$ cat config.mk
export PLATFORM = sky130hd
export DESIGN_NAME = nns_dist
export DESIGN_NICKNAME = d
export VERILOG_FILES = /design/src/design/nns_pkg.sv /design/src/design/nns_dist.sv
export SDC_FILE = /design/constraint.sdc
export NUM_CORES = 1
export LEC_CHECK = 0
export BUFFER_PORTS_ARGS = -buffer_cell sky130_fd_sc_hd__buf_2
export CAP_MARGIN = 20
export CELL_PAD_IN_SITES_DETAIL_PLACEMENT = 1
export CELL_PAD_IN_SITES_GLOBAL_PLACEMENT = 1
export CORE_UTILIZATION = 44
export CTS_CLUSTER_SIZE = 8
export DETAILED_ROUTE_END_ITERATION = 8
export PLACE_DENSITY_LB_ADDON = 0.1
export SLEW_MARGIN = 20
export SYNTH_ARGS = -nofsm -noshare
export SYNTH_HDL_FRONTEND = slang
export SYNTH_SLANG_ARGS = --single-unit
$ cat constraint.sdc
create_clock -name clk -period 6.1 [get_ports clk]
set_input_delay 0.305 -clock clk [delete_from_list [all_inputs] [get_ports clk]]
set_output_delay 0.305 -clock clk [all_outputs]
set_load 0.02 [all_outputs]
$ cat src/design/nns_pkg.sv
// Shared types and constants for the nearest neighbor search unit.
package nns_pkg;

  // Payload widths
  localparam int FEAT_W    = 8;
  localparam int SQ_W      = 16;
  localparam int DIST_W    = 18;
  localparam int STATUS_W  = 2;
  localparam int OUT_IDX_W = 8;

  // Operation codes carried in func
  localparam logic FUNC_APPEND = 1'b0;
  localparam logic FUNC_QUERY  = 1'b1;

  // Result status codes
  localparam logic [STATUS_W-1:0] STAT_OK    = 2'd0;
  localparam logic [STATUS_W-1:0] STAT_EMPTY = 2'd1;
  localparam logic [STATUS_W-1:0] STAT_FULL  = 2'd2;

  // One stored point: feature a in the low byte, d in the high byte
  typedef struct packed {
    logic [FEAT_W-1:0] d;
    logic [FEAT_W-1:0] c;
    logic [FEAT_W-1:0] b;
    logic [FEAT_W-1:0] a;
  } point_t;

  // Tag that follows a table read through the distance pipeline
  typedef struct packed {
    logic valid;
    logic last;
  } scan_tag_t;

endpackage

$ cat src/design/nns_dist.sv
// Two-stage squared Euclidean distance pipeline.
module nns_dist #(
  parameter int IDX_W = 8
) (
  input  logic                         clk,
  input  logic                         rst_n,
  input  nns_pkg::scan_tag_t           in_tag,
  input  logic [IDX_W-1:0]             in_idx,
  input  nns_pkg::point_t              query,
  input  nns_pkg::point_t              entry,
  output nns_pkg::scan_tag_t           out_tag,
  output logic [IDX_W-1:0]             out_idx,
  output logic [nns_pkg::DIST_W-1:0]   out_dist
);

  localparam int FW = nns_pkg::FEAT_W;
  localparam int SW = nns_pkg::SQ_W;
  localparam int DW = nns_pkg::DIST_W;

  logic [FW-1:0] diff_a, diff_b, diff_c, diff_d;
  logic [SW-1:0] sq_a_r, sq_b_r, sq_c_r, sq_d_r;
  logic [SW-1:0] sq_a_nxt, sq_b_nxt, sq_c_nxt, sq_d_nxt;
  nns_pkg::scan_tag_t tag1_r, tag2_r;
  logic [IDX_W-1:0]   idx1_r, idx2_r;
  logic [DW-1:0]      dist_r, dist_nxt;

  // stage 1: absolute differences and squares
  always_comb begin
    diff_a   = (query.a >= entry.a) ? (query.a - entry.a) : (entry.a - query.a);
    diff_b   = (query.b >= entry.b) ? (query.b - entry.b) : (entry.b - query.b);
    diff_c   = (query.c >= entry.c) ? (query.c - entry.c) : (entry.c - query.c);
    diff_d   = (query.d >= entry.d) ? (query.d - entry.d) : (entry.d - query.d);
    sq_a_nxt = SW'(diff_a) * SW'(diff_a);
    sq_b_nxt = SW'(diff_b) * SW'(diff_b);
    sq_c_nxt = SW'(diff_c) * SW'(diff_c);
    sq_d_nxt = SW'(diff_d) * SW'(diff_d);
  end

  // stage 2: sum of the four squares
  assign dist_nxt = DW'(sq_a_r) + DW'(sq_b_r) + DW'(sq_c_r) + DW'(sq_d_r);

  // tags
  always_ff @(posedge clk) begin
    if (!rst_n) begin
      tag1_r <= '0;
      tag2_r <= '0;
    end else begin
      tag1_r <= in_tag;
      tag2_r <= tag1_r;
    end
  end

  // payload
  always_ff @(posedge clk) begin
    sq_a_r <= sq_a_nxt;
    sq_b_r <= sq_b_nxt;
    sq_c_r <= sq_c_nxt;
    sq_d_r <= sq_d_nxt;
    idx1_r <= in_idx;
    idx2_r <= idx1_r;
    dist_r <= dist_nxt;
  end

  assign out_tag  = tag2_r;
  assign out_idx  = idx2_r;
  assign out_dist = dist_r;

endmodule

==> results.txt, run 1 <==
Status = complete, no violations
Cells after Synth = 1344
Met1 Routed Length = 12.65 mm
Vias in the first global route = 10.10k
Worst slew pin tran = 0.6041 ns
Clock transition at path regs = 0.07 ns
Met2 wire len = 14.18 mm
Worst Path Required = 6.37 ns
Initial antenna violation count = 0
Root Buffer = clkbuf_16
Syn avg cell area = 9.284 µm²
DR vias/cell = 4.931
CP Max Fanout = 8
Period utilization = 94.47%
Post-synthesis sequential area ratio = 15.72%
Met3 wire len = 552 µm
Count of cell types in the netlist = 63
Commonest non-fill, non-tap cell in the layout = inv_1
Setup Viol. Count Final = 0
DR pass1 iterations = 4
Pins over their slew limit = 0
Total GRT Usage = 20.20%
Residual DRC = 0
Warnings, synthesis = 0
FMAX = 173.5 MHz
Layout area overhead = 15.32%
Final Skew = 0.008299 ns
Post-DRT Antenna Nets = 0
Post-synth EDFFs = 0
Overall routed net length = 27.58 mm
Min Tclk post-route = 5.762 ns
Seq cells post-synth = 98
Nets@finish = 1942
Critical Path Start Type = input port
Most frequent cells in the layout = 261 x inv_1, 195 x ha_1, 138 x fa_1, 121 x nor2_1, 105 x buf_4
DP HPWL = 24.49 mm
Wirelength per Cell = 14.39 µm
First-pass GRT wire length = 47.33 mm
Fin. Hold Viols = 0
Worst hold-check path type = in -> reg
Core footprint = 27860 µm²
Initial DRC Count = 295
Vias = 9448
Port bufs = 103
Largest net degree at the start of global routing = 18
TritonCTS clock tree = built
Primary FF master, synth = dfxtp_1
RePlAce Congestion = 0.8185
Top routing layer in use = met4
Grt ovf = 0
Mapped cell area = 12480 µm²
CP Data Arrival Time = 6.03 ns
Crit. End Element = flop
Clock sink count = 98
Crit path kind = in -> reg
Die width = 170.4 µm
Crit path largest cell delay = 0.53 ns
Die H = 170.4 µm
Antenna Diode Count = 0
Slew HR = 59.21%
TritonCTS Buffers = 9
Unrepaired setup endpoints after global routing = no
Max-cap violations = 0
I/O Pins = 104
Clk Latency, worst-skew pair = 0.35 ns
Most used cell, CP = inv_1
Worst path slowest cell = fa_1
Die ar. = 29040 µm²
Share of layout cells above drive strength 1 = 18.73%
Final Util = 51.66%
FP Rows = 61
Htree depth = 3
Async S/R FF share, synth = 0%
Clock Path Buffers = 2
Starting Density = 44.79%
[cell families after synthesis]
| family | count (synthesis) | share of synthesized area, % |
|---|---|---|
| compound gates | 220 | 12.03 |
| xor+xnor | 94 | 7.861 |
| fa+ha+maj | 333 | 41.69 |
| buf+inv | 297 | 9.496 |
| flops | 98 | 15.72 |
| mux | 31 | 2.577 |
| other cells | 2 | 0.06018 |
| simple gates | 269 | 10.56 |
[final timing paths]
kind                                start            to  slack [ns]  cells past startpoint
worst max-delay path             query[8]    sq_b_r[12]        0.34                     27
worst min-delay path            in_idx[4]     idx1_r[4]        0.05                      1
worst max register to register  sq_a_r[2]  out_dist[17]        2.61                     12
worst min register to register  idx1_r[3]    out_idx[3]        0.33                      0
[metrics by stage]
| step | setup TNS, ns | hold slack (ns) | instance area [µm²] | std cells | setup slack (ns) |
|---|---|---|---|---|---|
| 6_report | 0 | 0.05280 | 14390 | 1916 | 0.3376 |
| 4_1_cts | 0 | 0.04200 | 14380 | 1916 | 0.2521 |
| 3_5_place_dp | -0.1872 | 0.3135 | 14100 | 1900 | -0.08645 |
| 5_1_grt | 0 | 0.03702 | 14390 | 1916 | 0.02469 |
| 3_3_place_gp | 0 | 0.3098 | 14100 | 1900 | 0.03103 |
| 2_1_floorplan | 0 | 0.3096 | 12500 | 1347 | 0.02168 |
[area by class of cell]
class                      instances  area [µm²]
sequential                        98        1962
inverter                         262       983.4
timing repair buffer             210        1335
fill                            3267       13470
multi-input combinational        952        9360
clock inverter                     7       51.30
clock buffer                       9       225.2
tap                              378       473.0
[timing repair]
action,in CTS,in global routing
hold buffers,0,0
endpoints found under the setup margin,0,6
setup buffers,0,0
gates resized for setup,0,3
[synthesized netlist by cell type (all sizes together), types with 15 or more instances]
| library cell | instances | area share [%] |
|---|---|---|
| nand4 | 16 | 0.80 |
| inv | 262 | 7.9 |
| buf | 22 | 1.2 |
| a21o | 47 | 2.8 |
| nand2 | 30 | 0.90 |
| fa | 138 | 22 |
| ha | 195 | 20 |
| xnor2 | 66 | 5.7 |
| dfxtp | 98 | 16 |
| nor3 | 15 | 0.64 |
| a21oi | 69 | 2.9 |
| xor2 | 28 | 2.1 |
| o21ai | 24 | 0.96 |
| mux2i | 28 | 2.2 |
| nor2 | 128 | 4.1 |
| or2 | 22 | 1.1 |
[worst max-delay path, delay by kind of cell]
| kind | cells | cell delay (ns) |
|---|---|---|
| and+or+nand+nor | 3 | 0.72 |
| muxes | 1 | 0.28 |
| adders and majority gates | 7 | 2.78 |
| buffers and inverters | 9 | 0.82 |
| AOI/OAI and AO/OA | 6 | 1.04 |
| xor gates and xnor gates | 1 | 0.09 |
[layer usage]
| metal | vias up | global-route usage [%] |
|---|---|---|
| li1 | 4703 | - |
| met1 | 4637 | 25.82 |
| met2 | 94 | 37.28 |
| met3 | 14 | 2.023 |
| met4 | 0 | 2.820 |
| met5 | - | 0 |
[state kept, by name (all words and copies together) (netlist names)]
signal / cells
out_dist: 18
tag1_r: 2
sq_b_r: 15
sq_c_r: 15
sq_d_r: 15
out_idx: 8
idx1_r: 8
out_tag: 2
sq_a_r: 15
Power of run 1 is not shown: default switching activity piles up to over one toggle a cycle in this logic, so the estimate is an artifact.
==> run 2: changes to the inputs <==
- CORE_UTILIZATION: 44 -> 52
- SLEW_MARGIN: 20 -> unset
- clock period: 6.1 -> 6.88 ns (I/O delays scaled with it)
==> run 2 against run 1 <==
Net effect: sequential share of layout area increased by 0.76 points; utilization increased by 6.4 points; die area decreased by 15%; largest cell class unchanged.
==> results.txt, run 2 (synthesis gave the netlist of run 1 again) <==
Status = complete, no violations
Hold buffers post-CTS = 0
Most frequent cells in the layout = 261 x inv_1, 195 x ha_1, 138 x fa_1, 121 x nor2_1, 103 x buf_2
TritonCTS clock tree = built
Nets@finish = 1852
Overall routed net length = 27.84 mm
Core footprint = 23470 µm²
Top routing layer in use = met4
Worst Path Required = 7.14 ns
FF-to-FF Start = sq_a_r[2]
Share of layout cells above drive strength 1 = 13.47%
DR pass1 iterations = 4
Die ar. = 24620 µm²
Fillers = 2741
Max-cap violations = 0
Met3 wire len = 548 µm
Port bufs = 103
Layout area overhead = 9.235%
Slew HR = 53.94%
Setup Viol. Count Final = 0
Initial DRC Count = 204
RePlAce Congestion = 0.7909
Met2 wire len = 14.56 mm
Critical Path Start Type = input port
Clock Path Buffers = 2
PostCTS Resize Cnt = 0
Worst Hold Depth = 1
Crit Reg-Reg Endpoint = out_dist[15]
First-pass GRT wire length = 47.17 mm
Grt ovf = 0
Fin. Hold Viols = 0
Crit path kind = in -> reg
Initial antenna violation count = 0
CP Max Fanout = 7
Final Skew = 0.008212 ns
Wirelength per Cell = 15.76 µm
Hold path endpoint = idx1_r[3]
Unrepaired setup endpoints after global routing = no
Setup_tns = 0 ns
Clk Latency, worst-skew pair = 0.35 ns
R2r setup slk = 3.25 ns
Total GRT Usage = 24.04%
Commonest non-fill, non-tap cell in the layout = inv_1
Die width = 156.9 µm
FP Rows = 56
Residual DRC = 0
Min Tclk post-route = 6.351 ns
DR vias/cell = 5.230
Met1 Routed Length = 12.15 mm
Worst Hold Launch = in_idx[3]
Post-CTS setup buffers = 0
Max reg flops = 18
Worst hold-check path type = in -> reg
Htree depth = 3
Vias = 9242
Die H = 156.9 µm
Design Area, Final = 13630 µm²
Period utilization = 92.31%
Vias in the first global route = 10.14k
Post-DRT Antenna Nets = 0
Largest net degree at the start of global routing = 19
Worst slew pin tran = 0.6886 ns
Starting Density = 53.16%
Placed cell area = 13330 µm²
I/O Pins = 104
Clock transition at path regs = 0.07 ns
TritonCTS Buffers = 9
Worst Reg-to-Reg Cells = 12
Crit. End Element = flop
DP HPWL = 23.28 mm
CP Data Arrival Time = 6.62 ns
Pins over their slew limit = 0
FMAX = 157.5 MHz
Root Buffer = clkbuf_16
Clock sink count = 98
Antenna Diode Count = 0
[run 2: worst max path at each step]
| stage | start | end | slack (ns) | depth (start not counted) |
|---|---|---|---|---|
| after global placement | query[0] | sq_a_r[12] | 0.48 | 23 |
| after floorplan | query[0] | sq_a_r[12] | 0.69 | 23 |
| final | query[0] | sq_a_r[12] | 0.53 | 23 |
| after global routing | query[0] | sq_a_r[12] | 0.18 | 26 |
| after detailed placement | query[0] | sq_a_r[12] | 0.16 | 23 |
| after CTS | query[0] | sq_a_r[12] | 0.50 | 23 |
[run 2: worst max-delay path: stages]
cell,delay (ns)
buf_2,0.10
inv_1,0.05
ha_1,0.16
inv_1,0.06
fa_1,0.38
nand3_1,0.09
a31oi_1,0.12
a211oi_4,0.50
mux2i_1,0.28
xor2_1,0.58
nor2_1,0.15
fa_1,0.49
fa_1,0.54
inv_1,0.05
fa_1,0.52
fa_1,0.57
inv_1,0.05
ha_1,0.34
o21a_1,0.12
o31a_1,0.12
o31ai_2,0.23
or4b_2,0.64
o211ai_1,0.13
[run 2: metal layers]
metal  vias up  track usage, %
li1       4527               -
met1      4528           28.62
met2       138           45.19
met3        49           2.588
met4         0           7.049
met5         -               0
[run 2: layout make-up]
type,count,area (µm²),share of cell area (%)
flip-flops and latches,98,1962,14.39
clock inverters,6,61.31,0.4498
inverters,262,983.4,7.215
clock buffers,10,239.0,1.753
repair buffers,120,643.1,4.718
multi-input cells,952,9343,68.54
well taps,319,399.1,2.928
[run 2: per-stage QoR]
step / setup WS (ns) / hold WS, ns / instances / util, %
2_1_floorplan: 0.6874 / 0.3096 / 1347 / -
3_3_place_gp: 0.4781 / 0.3096 / 1751 / 56.79
3_5_place_dp: 0.1641 / 0.3132 / 1751 / 56.79
4_1_cts: 0.4965 / 0.08260 / 1767 / 58.07
5_1_grt: 0.1847 / 0.07676 / 1767 / 58.07
6_report: 0.5293 / 0.09230 / 1767 / 58.07
Power of run 2 is left out for the same reason.
